**src/assert_macros.svh**
```systemverilog
// Assertion macros used by the RTL file of the decoder core.
`ifndef ASSERT_MACROS_SVH
`define ASSERT_MACROS_SVH

// Checks a property at every rising edge of clock while reset is low.
`define ASSERT_SYNC(lbl, prop, msg) \
   lbl: assert property (@(posedge clock) disable iff (reset) (prop)) else $error(msg);

// Checks that a condition never holds at a rising edge of clock while reset is low.
`define ASSERT_NEVER(lbl, cond, msg) \
   `ASSERT_SYNC(lbl, !(cond), msg)

`endif

```
**src/trd_pkg.sv**
```systemverilog
// Shared constants and types of the TGA run-length pixel decoder.
package trd_pkg;

   localparam int QUEUE_DEPTH = 4;

   localparam logic [7:0] HDR_RUN_MIN = 8'd128;
   localparam logic [7:0] RUN_BIAS    = 8'd127;

   localparam logic [2:0]  BPP_RGBA    = 3'd4;
   localparam logic [2:0]  BPP_RESET   = 3'd3;
   localparam logic [31:0] TOTAL_RESET = 32'd1;

   localparam logic [1:0] CSR_BPP   = 2'd0;
   localparam logic [1:0] CSR_TOTAL = 2'd1;

   // One decoded pixel, before the color bytes are put in output order.
   typedef struct packed {
      logic [7:0] blue;
      logic [7:0] green;
      logic [7:0] held_red;
      logic [7:0] last_byte;
      logic       rgba;
      logic [7:0] count;
      logic       done;
   } pix_type;

   typedef struct packed {
      logic full;
      logic empty;
   } qstat_type;

endpackage

```
**src/trd_front.sv**
```systemverilog
// Byte parser: packet headers, pixel assembly, run clipping and image completion.
module trd_front (
   input  logic             clock,
   input  logic             reset,
   input  logic             accept,
   input  logic [7:0]       data_byte,
   input  logic [2:0]       bytes_per_pixel,
   input  logic [31:0]      total_pixels,
   output logic             emit,
   output trd_pkg::pix_type pix
);
   import trd_pkg::*;

   logic        expect_header_ff, expect_header_in;
   logic        run_packet_ff, run_packet_in;
   logic [7:0]  left_ff, left_in;
   logic [1:0]  byte_idx_ff, byte_idx_in;
   logic [23:0] held_ff, held_in;
   logic [31:0] emitted_ff, emitted_in;

   logic        rgba;
   logic [1:0]  last_idx;
   logic [7:0]  count_raw;
   logic [7:0]  left_dec;
   logic [31:0] remaining;

   always_comb begin
      rgba      = (bytes_per_pixel == BPP_RGBA);
      last_idx  = rgba ? 2'd3 : 2'd2;
      count_raw = run_packet_ff ? left_ff : 8'd1;
      if (count_raw == 8'd0) begin
         count_raw = 8'd1;
      end
      left_dec  = left_ff - 8'd1;
      remaining = total_pixels - emitted_ff;

      expect_header_in = expect_header_ff;
      run_packet_in    = run_packet_ff;
      left_in          = left_ff;
      byte_idx_in      = byte_idx_ff;
      held_in          = held_ff;
      emitted_in       = emitted_ff;

      emit          = 1'b0;
      pix.blue      = held_ff[7:0];
      pix.green     = held_ff[15:8];
      pix.held_red  = held_ff[23:16];
      pix.last_byte = data_byte;
      pix.rgba      = rgba;
      pix.count     = count_raw;
      pix.done      = 1'b0;

      // Clip the run to the pixels that remain; a total already reached
      // still finishes the image with a single pixel.
      if (emitted_ff >= total_pixels) begin
         pix.count = 8'd1;
         pix.done  = 1'b1;
      end else if ({24'd0, count_raw} >= remaining) begin
         pix.count = remaining[7:0];
         pix.done  = 1'b1;
      end

      if (accept) begin
         if (expect_header_ff) begin
            run_packet_in    = (data_byte >= HDR_RUN_MIN);
            left_in          = run_packet_in ? (data_byte - RUN_BIAS) : (data_byte + 8'd1);
            byte_idx_in      = 2'd0;
            expect_header_in = 1'b0;
         end else if (byte_idx_ff < last_idx) begin
            unique case (byte_idx_ff)
               2'd0: begin
                  held_in[7:0] = data_byte;
               end
               2'd1: begin
                  held_in[15:8] = data_byte;
               end
               default: begin
                  held_in[23:16] = data_byte;
               end
            endcase
            byte_idx_in = byte_idx_ff + 2'd1;
         end else begin
            emit        = 1'b1;
            byte_idx_in = 2'd0;
            if (!rgba) begin
               held_in[23:16] = data_byte;
            end
            if (pix.done) begin
               emitted_in       = 32'd0;
               expect_header_in = 1'b1;
               left_in          = 8'd0;
            end else begin
               emitted_in = emitted_ff + {24'd0, pix.count};
               if (run_packet_ff) begin
                  left_in          = 8'd0;
                  expect_header_in = 1'b1;
               end else begin
                  left_in = left_dec;
                  if (left_dec == 8'd0) begin
                     expect_header_in = 1'b1;
                  end
               end
            end
         end
      end
   end

   always_ff @(posedge clock) begin
      if (reset) begin
         expect_header_ff <= 1'b1;
         run_packet_ff    <= 1'b0;
         left_ff          <= 8'd0;
         byte_idx_ff      <= 2'd0;
         held_ff          <= 24'd0;
         emitted_ff       <= 32'd0;
      end else begin
         expect_header_ff <= expect_header_in;
         run_packet_ff    <= run_packet_in;
         left_ff          <= left_in;
         byte_idx_ff      <= byte_idx_in;
         held_ff          <= held_in;
         emitted_ff       <= emitted_in;
      end
   end

endmodule

```
**src/trd_queue.sv**
```systemverilog
// Short first-in first-out queue of decoded pixels between parser and output stage.
module trd_queue #(
   parameter int Depth = trd_pkg::QUEUE_DEPTH
) (
   input  logic               clock,
   input  logic               reset,
   input  logic               push,
   input  trd_pkg::pix_type   push_data,
   input  logic               pop,
   output trd_pkg::pix_type   pop_data,
   output trd_pkg::qstat_type status
);
   import trd_pkg::*;

   localparam int AddrW  = (Depth > 1) ? $clog2(Depth) : 1;
   localparam int CountW = $clog2(Depth + 1);
   localparam logic [AddrW-1:0]  LastAddr  = AddrW'(Depth - 1);
   localparam logic [CountW-1:0] FullCount = CountW'(Depth);

   pix_type            slots_ff [Depth];
   logic [AddrW-1:0]   wr_ptr_ff, wr_ptr_in;
   logic [AddrW-1:0]   rd_ptr_ff, rd_ptr_in;
   logic [CountW-1:0]  count_ff, count_in;
   logic               do_push, do_pop;

   always_comb begin
      status.full  = (count_ff == FullCount);
      status.empty = (count_ff == '0);
      do_push      = push && !status.full;
      do_pop       = pop && !status.empty;
      pop_data     = slots_ff[rd_ptr_ff];

      wr_ptr_in = wr_ptr_ff;
      rd_ptr_in = rd_ptr_ff;
      count_in  = count_ff;
      if (do_push) begin
         wr_ptr_in = (wr_ptr_ff == LastAddr) ? '0 : wr_ptr_ff + 1'b1;
      end
      if (do_pop) begin
         rd_ptr_in = (rd_ptr_ff == LastAddr) ? '0 : rd_ptr_ff + 1'b1;
      end
      if (do_push && !do_pop) begin
         count_in = count_ff + 1'b1;
      end else if (do_pop && !do_push) begin
         count_in = count_ff - 1'b1;
      end
   end

   always_ff @(posedge clock) begin
      if (do_push) begin
         slots_ff[wr_ptr_ff] <= push_data;
      end
   end

   always_ff @(posedge clock) begin
      if (reset) begin
         wr_ptr_ff <= '0;
         rd_ptr_ff <= '0;
         count_ff  <= '0;
      end else begin
         wr_ptr_ff <= wr_ptr_in;
         rd_ptr_ff <= rd_ptr_in;
         count_ff  <= count_in;
      end
   end

endmodule

```
**src/trd_back.sv**
```systemverilog
// Output stage: puts the color bytes in output order and holds the waiting result.
module trd_back (
   input  logic               clock,
   input  logic               reset,
   input  trd_pkg::qstat_type q_status,
   input  trd_pkg::pix_type   q_data,
   output logic               q_pop,
   input  logic               rsp_pop,
   output logic               rsp_empty,
   output logic [7:0]         rsp_red,
   output logic [7:0]         rsp_green,
   output logic [7:0]         rsp_blue,
   output logic [7:0]         rsp_alpha,
   output logic [7:0]         rsp_repeat_count,
   output logic               rsp_image_done
);
   import trd_pkg::*;

   logic       valid_ff, valid_in;
   logic [7:0] red_ff, green_ff, blue_ff, alpha_ff, count_ff;
   logic       done_ff;

   always_comb begin
      q_pop    = !q_status.empty && (!valid_ff || rsp_pop);
      valid_in = valid_ff;
      if (q_pop) begin
         valid_in = 1'b1;
      end else if (rsp_pop) begin
         valid_in = 1'b0;
      end
   end

   // In four-byte mode the last byte is alpha; otherwise it is red.
   always_ff @(posedge clock) begin
      if (q_pop) begin
         red_ff   <= q_data.rgba ? q_data.held_red : q_data.last_byte;
         green_ff <= q_data.green;
         blue_ff  <= q_data.blue;
         alpha_ff <= q_data.rgba ? q_data.last_byte : 8'd0;
         count_ff <= q_data.count;
         done_ff  <= q_data.done;
      end
   end

   always_ff @(posedge clock) begin
      if (reset) begin
         valid_ff <= 1'b0;
      end else begin
         valid_ff <= valid_in;
      end
   end

   assign rsp_empty        = !valid_ff;
   assign rsp_red          = red_ff;
   assign rsp_green        = green_ff;
   assign rsp_blue         = blue_ff;
   assign rsp_alpha        = alpha_ff;
   assign rsp_repeat_count = count_ff;
   assign rsp_image_done   = done_ff;

endmodule

```
**src/tga_rle_pixel_decoder_core.sv**
```systemverilog
// TGA run-length pixel decoder. Takes one compressed byte per cycle whenever
// req_full is low; the parser updates its packet and pixel state in that same
// cycle, so the sustained rate is one byte per cycle while req_full stays low.
// The last color byte of a pixel writes one decoded pixel into a small queue,
// and the output register takes it from the queue once that register is empty
// or its result is being popped. req_full rises only when the result side has
// stalled long enough to fill the queue (QueueDepth entries plus the output
// register). A run packet gives a single result that carries its run length,
// clipped to the pixels left in the image; a raw packet gives one result per
// pixel. Configuration writes are always ready and should be made while idle.
`include "assert_macros.svh"

module tga_rle_pixel_decoder_core #(
   parameter int QueueDepth = trd_pkg::QUEUE_DEPTH
) (
   input  logic        clock,
   input  logic        reset,
   input  logic        req_push,
   output logic        req_full,
   input  logic [7:0]  req_data_byte,
   output logic        rsp_empty,
   input  logic        rsp_pop,
   output logic [7:0]  rsp_red,
   output logic [7:0]  rsp_green,
   output logic [7:0]  rsp_blue,
   output logic [7:0]  rsp_alpha,
   output logic [7:0]  rsp_repeat_count,
   output logic        rsp_image_done,
   input  logic        csr_valid,
   output logic        csr_ready,
   input  logic [1:0]  csr_index,
   input  logic [31:0] csr_data
);
   import trd_pkg::*;

   logic [2:0]  bpp_ff, bpp_in;
   logic [31:0] total_ff, total_in;

   logic      accept;
   logic      emit;
   pix_type   front_pix;
   pix_type   q_data;
   qstat_type q_status;
   logic      q_pop;

   assign csr_ready = 1'b1;
   assign req_full  = q_status.full;
   assign accept    = req_push && !q_status.full;

   always_comb begin
      bpp_in   = bpp_ff;
      total_in = total_ff;
      if (csr_valid && csr_ready) begin
         if (csr_index == CSR_BPP) begin
            bpp_in = csr_data[2:0];
         end else if (csr_index == CSR_TOTAL) begin
            total_in = csr_data;
         end
      end
   end

   always_ff @(posedge clock) begin
      if (reset) begin
         bpp_ff   <= BPP_RESET;
         total_ff <= TOTAL_RESET;
      end else begin
         bpp_ff   <= bpp_in;
         total_ff <= total_in;
      end
   end

   trd_front u_front (
      .clock           (clock),
      .reset           (reset),
      .accept          (accept),
      .data_byte       (req_data_byte),
      .bytes_per_pixel (bpp_ff),
      .total_pixels    (total_ff),
      .emit            (emit),
      .pix             (front_pix)
   );

   trd_queue #(
      .Depth (QueueDepth)
   ) u_queue (
      .clock     (clock),
      .reset     (reset),
      .push      (emit),
      .push_data (front_pix),
      .pop       (q_pop),
      .pop_data  (q_data),
      .status    (q_status)
   );

   trd_back u_back (
      .clock            (clock),
      .reset            (reset),
      .q_status         (q_status),
      .q_data           (q_data),
      .q_pop            (q_pop),
      .rsp_pop          (rsp_pop),
      .rsp_empty        (rsp_empty),
      .rsp_red          (rsp_red),
      .rsp_green        (rsp_green),
      .rsp_blue         (rsp_blue),
      .rsp_alpha        (rsp_alpha),
      .rsp_repeat_count (rsp_repeat_count),
      .rsp_image_done   (rsp_image_done)
   );

   `ASSERT_SYNC(a_count_range, !rsp_empty |-> (rsp_repeat_count != 8'd0 && rsp_repeat_count <= 8'd128), "repeat count out of range")
   `ASSERT_SYNC(a_rsp_holds, (!rsp_empty && !rsp_pop) |=> (!rsp_empty && $stable(rsp_red) && $stable(rsp_repeat_count)), "waiting result changed")
   `ASSERT_NEVER(a_queue_status, q_status.full && q_status.empty, "queue both full and empty")
   `ASSERT_SYNC(a_pop_fills, (q_pop && !rsp_pop) |=> !rsp_empty, "output stage not loaded after queue pop")

endmodule

```
**config.mk**
```make
export PLATFORM = sky130hd
export DESIGN_NAME = tga_rle_pixel_decoder_core
export DESIGN_NICKNAME = d
export VERILOG_FILES = /design/src/trd_pkg.sv /design/src/trd_front.sv /design/src/trd_queue.sv /design/src/trd_back.sv /design/src/tga_rle_pixel_decoder_core.sv
export VERILOG_INCLUDE_DIRS = /design/src /design/src/src
export SDC_FILE = /design/constraint.sdc
export NUM_CORES = 1
export LEC_CHECK = 0
export ABC_AREA = 1
export BUFFER_PORTS_ARGS = -buffer_cell sky130_fd_sc_hd__buf_4
export CELL_PAD_IN_SITES_DETAIL_PLACEMENT = 0
export CELL_PAD_IN_SITES_GLOBAL_PLACEMENT = 1
export CORE_ASPECT_RATIO = 1.1
export CORE_MARGIN = 2
export CORE_UTILIZATION = 40
export CTS_BUF_LIST = sky130_fd_sc_hd__clkbuf_4
export DETAILED_ROUTE_END_ITERATION = 7
export PLACE_DENSITY = 0.67
export SYNTH_ARGS = -nofsm -noshare
export SYNTH_HDL_FRONTEND = slang
export SYNTH_SLANG_ARGS = --single-unit
export TNS_END_PERCENT = 10
```
**constraint.sdc**
```tcl
create_clock -name clock -period 14.25 [get_ports clock]
set_clock_uncertainty 0.05 [all_clocks]
set_input_delay 1.425 -clock clock [delete_from_list [all_inputs] [get_ports clock]]
set_output_delay 1.425 -clock clock [all_outputs]
set_load 0.02 [all_outputs]
```
# Word-level counts from Yosys, hierarchy flattened
# Memory sizes are Yosys's and may differ from the RTL's. A register that Yosys moved wholly into a read port is not among the register bits.
# Index checks and enable logic that the tools add are counted.
# totals
mem_bits_rw	168
in_bits	47
out_inout_bits	44
n_memories	1
register_bits	152
elab_cells	110
# mem_list
memory	depth	width	read_ports	rd_clocked_by_memory_dff	write_ports	line	rtl
u_queue.slots_ff	4	42	1	1	1	trd_queue.sv:20	pix_type slots_ff [Depth];
# classes
bitwise_logic	3
eq_ne	9
reduce_logical	28
addsub	10
magnitude_cmp	4
n_mux	35
# ops
operator	count
$mux W8	11
$add A32 B8 Y32	1
$ge A32 B32 Y1	1
$ge A8 B32 Y1	1
$mux W32	1
$sub A32 B32 Y32	1
$mux W9	2
$logic_not A8 Y1	2
$mux W1	13
$mux W2	6
$reduce_and A4 Y1	3
$add A8 B1 Y8 const B	1
$ge A8 B8 Y1 const B	1
$sub A8 B1 Y8 const B	1
$sub A8 B7 Y8 const B	1
$add A2 B1 Y2 const B	3
$eq A3 B3 Y1 const B	2
$logic_and A1 B1 Y1	6
$mux W3	2
$reduce_and A2 Y1	3
$reduce_and A3 Y1	2
$logic_not A1 Y1	5
$eq A2 B1 Y1 const B	2
$eq A2 B2 Y1 const B	2
other kinds (11)	16

# Longest topological paths before layout
# Gate-level depths: netlist (run 1).
# logic_depth
word_depth	11
ltp_mapped	40
depth_no_buf	40

# By module
# From an unflattened synthesis (run 1), not the netlist that was laid out.
# hier_totals
cells_unflattened	1970
hier_area_um2	16584.7
# modules_own_cells
module	area_each_um2	cells_each	seq_area_each_um2	instances
trd_front	6940.4	1181	1361.3	1
trd_queue	6717.7	477	5225.0	1
tga_rle_pixel_decoder_core	1471.4	223	700.7	1
trd_back	1455.1	89	1251.2	1

# Worst setup path before layout (run 1)
# OpenSTA, ideal clock, no wires.
# synth_timing
kind	input port to flip-flop
startpoint	input port rsp_pop
endpoint	register u_queue.count_ff[1]
t_arrival_ns	4.934
stages	8
slack_ns	9.146
n_path_buf	0
cell_sequence	nor2_1 -> a31oi_1 -> inv_1 -> ha_1 -> inv_1 -> fa_1 -> o21ai_0 -> a21oi_1
# synth_via
elab_chain_cells	6
# synth_lines
element	line	rtl
from (decl)	tga_rle_pixel_decoder_core.sv:22	input logic rsp_pop,
$logic_or A1 B1 Y1	trd_back.sv:24	q_pop = !q_status.empty && (!valid_ff || rsp_pop);
$logic_and A1 B1 Y1	trd_back.sv:24	
net q_pop	tga_rle_pixel_decoder_core.sv:44	logic q_pop;
$logic_and A1 B1 Y1	trd_queue.sv:30	do_pop = pop && !status.empty;
$logic_not A1 Y1	trd_queue.sv:42	if (do_push && !do_pop) begin
$logic_and A1 B1 Y1	trd_queue.sv:42	
$mux W3	trd_queue.sv:42	
net u_queue.count_in[1]	trd_queue.sv:23	logic [CountW-1:0] count_ff, count_in;
to (signal assigned)	trd_queue.sv:63	count_ff <= count_in;
to (decl)	trd_queue.sv:23	
# The timed path passes the listed nets, and every way through them passes these cells.
# A chain may end at the register's enable or synchronous reset.

==> results by group, run 1 <==
CTS
  • Hold_buf cts: 0
  • Root Buffer: clkbuf_4
  • Worst-path clk slew: 0.07 ns
  • H-tree depth: 3
  • Worst skew pair latency: 0.77 ns
  • TritonCTS Buffers: 86
  • Post-CTS Setup Repair Bufs: 0
  • CTS tree: yes
  • Total clock sinks: 322
  • Clock Path Buffers: 3
  • PostCTS Resize Cnt: 0

Synth
  • Mapped Nets: about 1900
  • Gate Count Post-Synth: roughly 1800
  • Synth top area share: between 30% and 40%
  • Synth cell count leaders: nand2_1 (382), inv_1 (248), nor2_1 (246)
  • Count of unique library cells instantiated by Yosys: 47
  • Sequential area share after synthesis: 53.4%
  • Area leader, netlist: edfxtp_1
  • Post-Synth Simple-Gate Area: 21.1%
  • Synth area leaders: edfxtp_1 (39%), dfxtp_1 (14%), nand2_1 (9.0%)
  • Synth Area in XOR/XNOR: between 2 and 2.5%
  • Compound-Gate Fraction of Synth Area: 10.5%
  • Post-synth top flop: edfxtp_1
  • EDFF count, synth: 209
  • Post-synthesis register bit count: 322
  • Synth Area in Adders: 5.07%
  • YS warnings: 0
  • Async SR Flop Fraction: 0%
  • Cell Area, Synth: around 16000 um2
  • Mean area per synthesized cell: approximately 8.7 um2
  • Most frequent cell after synthesis: nand2_1
  • Largest family of logic cells by synthesized area: simple AND/OR/NAND/NOR gates
  • Multiplexer share of the synthesized area: 0.0626%

Drt
  • Via density: 4.89
  • DRC viols: 0
  • Routed vias: around 12000
  • Final ANT Viol Nets: 0
  • Iter 0 DRT Violations: 548
  • Router iterations before antenna repair: 5
  • Mean routed wirelength per cell: 16.8 um
  • Final wirelength: 42900 um

Placed design
  • DP Area: 17200 um2
  • DP HPWL: about 30000 um
  • RD Place Congestion: 0.853
  • Port bufs: 89
  • Cells after DPL: roughly 2400

Floorplanning
  • Die extent in x: 195 um
  • Core area: 39300 um2
  • Die area: 41600 um2
  • Row cnt: 76
  • Die Y: 214 um
  • Io pins: 91
  • Initial core utilization: 40.7%

Timing
  • Endpoints failing setup: 0
  • Final hold viol count: 0
  • Fmax: 0.177 GHz
  • Worst-Margin Slew: ~1.1 ns
  • Setup TNS: 0 ns
  • Fin crit share: 39.7%
  • Worst slew margin: 26.0%
  • Final Max Slew Viols: 0
  • Post-layout min period: 5.66 ns
  • RSZ-0062 raised after global routing: no

Pwr
  • Max IR drop VDD: 0.0624 mV
  • Pleak: 7.89 nW
  • Power Dens Cells: 151 nW/um2
  • Tot Pwr: approximately 2.8 mW

Job
  • Maxcap violations: 0

Worst setup path
  • Top cell by count, worst path: nand2_1
  • Arr. time, crit path: approximately 6.3 ns
  • CP max-delay cell: dfxtp_1
  • Critical Path RT: 14.84 ns
  • CP max stage delay: 0.47 ns
  • Setup crit start kind: flip-flop
  • Max Fanout on Critical Path: 6
  • Setup crit end kind: flip-flop
  • Crit path kind: reg2reg
  • Crit path max-delay family: simple AND/OR/NAND/NOR gates
  • CP Buf/Inv Count: 4

GRT
  • GRT Overall Usage: 21.1%
  • Global-route wire length before repair: 67400 um
  • Vias in the first global route: 12500
  • Initial antenna violation count: 2
  • Largest net degree at the start of global routing: 72
  • Overflow after GRT: 0

Cells and area
  • Synth-to-layout area growth: 14.3%
  • Final instance area: between 15000 and 20000 um2
  • Final std cells w/o fill: 2550
  • Final Util: between 40% and 50%
  • Share of cells above drive strength 1: around 15%
  • Nets@finish: 2082

Min path
  • Hold WC Path Type: reg2reg

Outcome
  • Status: finished, final reports clean
-- state kept, by name (all words and copies together) (netlist names), 3 cells and up, named ones only --
signal	flops
u_queue.count_ff	3
u_back.rsp_red	8
u_front.left_ff	8
u_back.rsp_green	8
u_front.emitted_ff	32
u_back.rsp_repeat_count	8
bpp_ff	3
u_queue.slots_ff	168
total_ff	32
u_back.rsp_alpha	8
u_back.rsp_blue	8
u_front.held_ff	24
-- final timing paths --
check / startpoint / to / slack, ns / cells past startpoint
worst max-delay path: u_front.emitted_ff[1] / u_front.emitted_ff[26] / 8.59 / 34
worst min-delay path: u_front.byte_idx_ff[1] / u_front.byte_idx_ff[1] / 0.43 / 2
worst max register to register: u_front.emitted_ff[1] / u_front.emitted_ff[26] / 8.59 / 34
worst min register to register: u_front.byte_idx_ff[1] / u_front.byte_idx_ff[1] / 0.43 / 2
-- where the power goes --
part / internal [mW] / switching [mW] / total [mW]
combinational: 0.260 / 0.530 / 0.790
sequential: 1.12 / 0.0494 / 1.17
clock: 0.404 / 0.387 / 0.791
-- area by class of cell --
| class | count | area (um2) |
|---|---|---|
| timing repair buffer | 103 | 773 |
| sequential | 322 | 8540 |
| clock buffer | 124 | 931 |
| clock inverter | 34 | 150 |
| multi-input combinational | 1209 | 6300 |
| fill | 3917 | 21000 |
| inverter | 250 | 938 |
| antenna | 1 | 2.50 |
| tap | 507 | 634 |
-- through the flow --
step,hold WS [ns],setup WS (ns)
global placement,0.419,8.65
CTS,0.427,8.56
global route,0.436,8.02
floorplan,0.398,9.15
finish,0.426,8.59
detailed placement,0.427,8.58
-- routing by layer --
metal | up-vias | global-route usage [%] | share of wire (%)
met1 | 5744 | 22.4 | 40
met5 | - | 0 | 0.056
li1 | 6392 | - | -
met3 | 76 | 3.46 | 3.7
met2 | 243 | 41.0 | 53
met4 | 4 | 9.60 | 3.2
-- cell families after synthesis --
logic type	count (synthesis)
simple gates	795
flops	322
compound gates	307
buf+inv	304
fa+ha+maj	63
xor+xnor	42
other cells	1
mux	1
-- worst reg2reg max path, delay by kind of cell (launching register included) --
kind                       cells  cell delay, ns
AOI/OAI and AO/OA              2            0.41
xor gates and xnor gates       2            0.44
adders and majority gates      3            0.89
buffers and inverters          4            0.28
DFF                            1            0.47
and+or+nand+nor               23            2.96
-- layout by cell type (no fill, tap or decap), types with 60 or more instances in the layout --
cell and instances:
o21ai_0 160, clkbuf_4 124, ha_1 60, inv_1 246, buf_4 103, nand2_1 382, dfxtp_1 112, a21oi_1 80
edfxtp_1 209, nor2_1 242
Note: power is estimated with default switching activity, not from simulation.
==> run 2, diff against run 1 <==
- clock period: 14.25 -> 5.35 ns (I/O delays scaled with it)
==> run 2 against run 1 <==
  * Fmax grew 15%
  * Design area grew 4.5%
  * Setup slack lost 8.2 ns
  * Non-clock buffer count grew 65
  * Critical path type unchanged
  * Critical endpoint is now u_front.emitted_ff[30]
==> results by group, run 2 (synthesis gave the netlist of run 1 again) <==
Outcome
  • Status: finished, final reports clean

Worst setup path
  • CP max-delay cell: fa_1
  • Crit path kind: reg2reg
  • CP Buf/Inv Count: 5 (+1)
  • Arr. time, crit path: 5.55 ns (-0.70 ns)
  • Crit path max-delay family: simple AND/OR/NAND/NOR gates
  • Max Fanout on Critical Path: 5 (-1)
  • Critical Path RT: 5.99 ns (-8.85 ns)
  • Setup crit start kind: flip-flop
  • CP max stage delay: 0.40 ns (-0.07 ns)
  • Top cell by count, worst path: nand2_1
  • Setup crit end kind: flip-flop

CTS
  • CTS tree: yes
  • Total clock sinks: 322 (unchanged)
  • Clock Path Buffers: 3 (unchanged)
  • H-tree depth: 3 (unchanged)
  • Worst skew pair latency: 0.82 ns (+0.05 ns)
  • Worst-path clk slew: 0.07 ns (about the same)
  • TritonCTS Buffers: 87 (+1.2%)
  • Root Buffer: clkbuf_4

Cells and area
  • Share of cells above drive strength 1: 17.1% (+2.1 points)
  • Max reg flops: 168 (unchanged)
  • Nets@finish: 2149 (+3.2%)
  • Commonest non-fill, non-tap cell in the layout: nand2_1
  • Biggest regs: u_queue.slots_ff: 168 flops, total_ff: 32 flops, u_front.emitted_ff: 32 flops
  • Synth-to-layout area growth: 19.5%
  • Most frequent cells in the layout: nand2_1 (382), inv_1 (246), nor2_1 (237), edfxtp_1 (209), o21ai_0 (158)
  • Register bank with the most flops: u_queue.slots_ff
  • Fillers: 3851 (-1.7%)
  • Final Util: 48.6% (+2.1 points)

Placed design
  • Pre-CTS setup slack: 0.0569 ns (-8.52 ns)
  • RD Place Congestion: 0.896 (+5.0%)
  • DP HPWL: 30200 um (+0.58%)
  • Port bufs: 89 (unchanged)

Drt
  • Via density: 4.89 (about the same)
  • Final wirelength: 43000 um (+0.10%)
  • Mean routed wirelength per cell: 16.4 um (-2.6%)
  • Routed vias: 12800 (+2.9%)
  • Router iterations before antenna repair: 5 (unchanged)
  • Final ANT Viol Nets: 0 (unchanged)
  • DRC viols: 0 (unchanged)
  • Iter 0 DRT Violations: 513 (-6.4%)

Pwr
  • Max IR drop VDD: 0.195 mV (+210%)
  • Tot Pwr: 7.55 mW (+170%)
  • Pleak: 8.23 nW (+4.3%)
  • Power Dens Cells: 395 nW/um2 (+160%)

Timing
  • Worst-Margin Slew: 0.766 ns (-0.342 ns)
  • Setup TNS: 0 ns (unchanged)
  • Post-layout min period: 4.92 ns (-0.744 ns)
  • Worst setup margin: 0.434 ns (-8.16 ns)
  • Fmax: 0.203 GHz (+15%)
  • Final hold viol count: 0 (unchanged)
  • Final Max Slew Viols: 0 (unchanged)
  • Worst slew margin: 48.8% (+23 points)
  • RSZ-0062 raised after global routing: no
  • Endpoints failing setup: 0 (unchanged)
  • Worst hold margin: 0.0930 ns (-0.333 ns)
  • Fin crit share: 91.9% (+52 points)

Floorplanning
  • Io pins: 91 (unchanged)
  • Die area: 41600 um2 (unchanged)
  • Die Y: 214 um (unchanged)
  • Core area: 39300 um2 (unchanged)
  • Row cnt: 76 (unchanged)
  • Initial core utilization: 40.7% (unchanged)
  • Die extent in x: 195 um (unchanged)

Min path
  • Hold WC Path Type: in2reg

GRT
  • Overflow after GRT: 0 (unchanged)
  • Largest net degree at the start of global routing: 71 (-1.4%)
  • Global-route wire length before repair: 66800 um (-0.91%)
  • Vias in the first global route: 12700 (+1.4%)
  • Initial antenna violation count: 2 (unchanged)
  • GRT Overall Usage: 21.0% (-0.095 points)

Job
  • Maxcap violations: 0 (unchanged)
==> run 2: changes by cell type in the layout (fill, tap and decap cells not counted), sizes merged, moves of 2 or more <==
cell,change
clkinv,-10
clkbuf,+14
inv,-2
buf,+19
dlygate4sd3,+46
==> run 2: cell type report <==
type                       instances  area, um2  share of cell area [%]
tap                              507        634                    3.32
antenna                            2       5.00                  0.0262
timing repair buffer             168       1380                    7.21
sequential                       322       8540                    44.7
clock inverter                    24        141                   0.740
multi-input combinational       1210       6420                    33.6
inverter                         250        938                    4.91
clock buffer                     138       1040                    5.43
==> run 2: path summary, 6_finish.rpt <==
check,depth (start not counted),to,slack (ns),start
max,33,u_front.emitted_ff[30],0.43,total_ff[0]
min,4,u_back.valid_ff,0.09,rsp_pop
max reg2reg,33,u_front.emitted_ff[30],0.43,total_ff[0]
min reg2reg,0,u_queue.slots_ff[0][36],0.44,u_front.held_ff[2]
==> run 2: tightest hold or removal path, cell delays in order <==
cell and delay [ns]:
buf_4 0.08, nor2_1 0.06, o21ai_0 0.16, inv_1 0.05
==> run 2: through the flow <==
stage,instances,instance area [um2]
2_1_floorplan,1835,16000
3_3_place_gp,2407,17300
3_5_place_dp,2407,17300
4_1_cts,2615,18900
5_1_grt,2621,19100
6_report,2621,19100
==> run 2: layer usage <==
layer | GRT usage (%) | vias to the layer above | share of wire (%)
met5 | 0 | - | 0
met4 | 10.5 | 0 | 3.4
met3 | 3.51 | 74 | 3.8
met2 | 39.7 | 252 | 53
met1 | 22.8 | 5941 | 40
li1 | - | 6549 | -
==> run 2: report_power, final <==
group	internal (mW)	total (mW)	switching, mW
logic	0.731	2.16	1.43
clock network	1.23	2.28	1.05
registers	2.99	3.11	0.118
==> run 2: what timing repair did <==
| item | in CTS | in global routing |
|---|---|---|
| resized for setup | 0 | 25 |
| hold endpoints to repair | 76 | 0 |
| setup buffers | 0 | 3 |
| endpoints found under the setup margin | 0 | 23 |
| hold buffers | 46 | 0 |
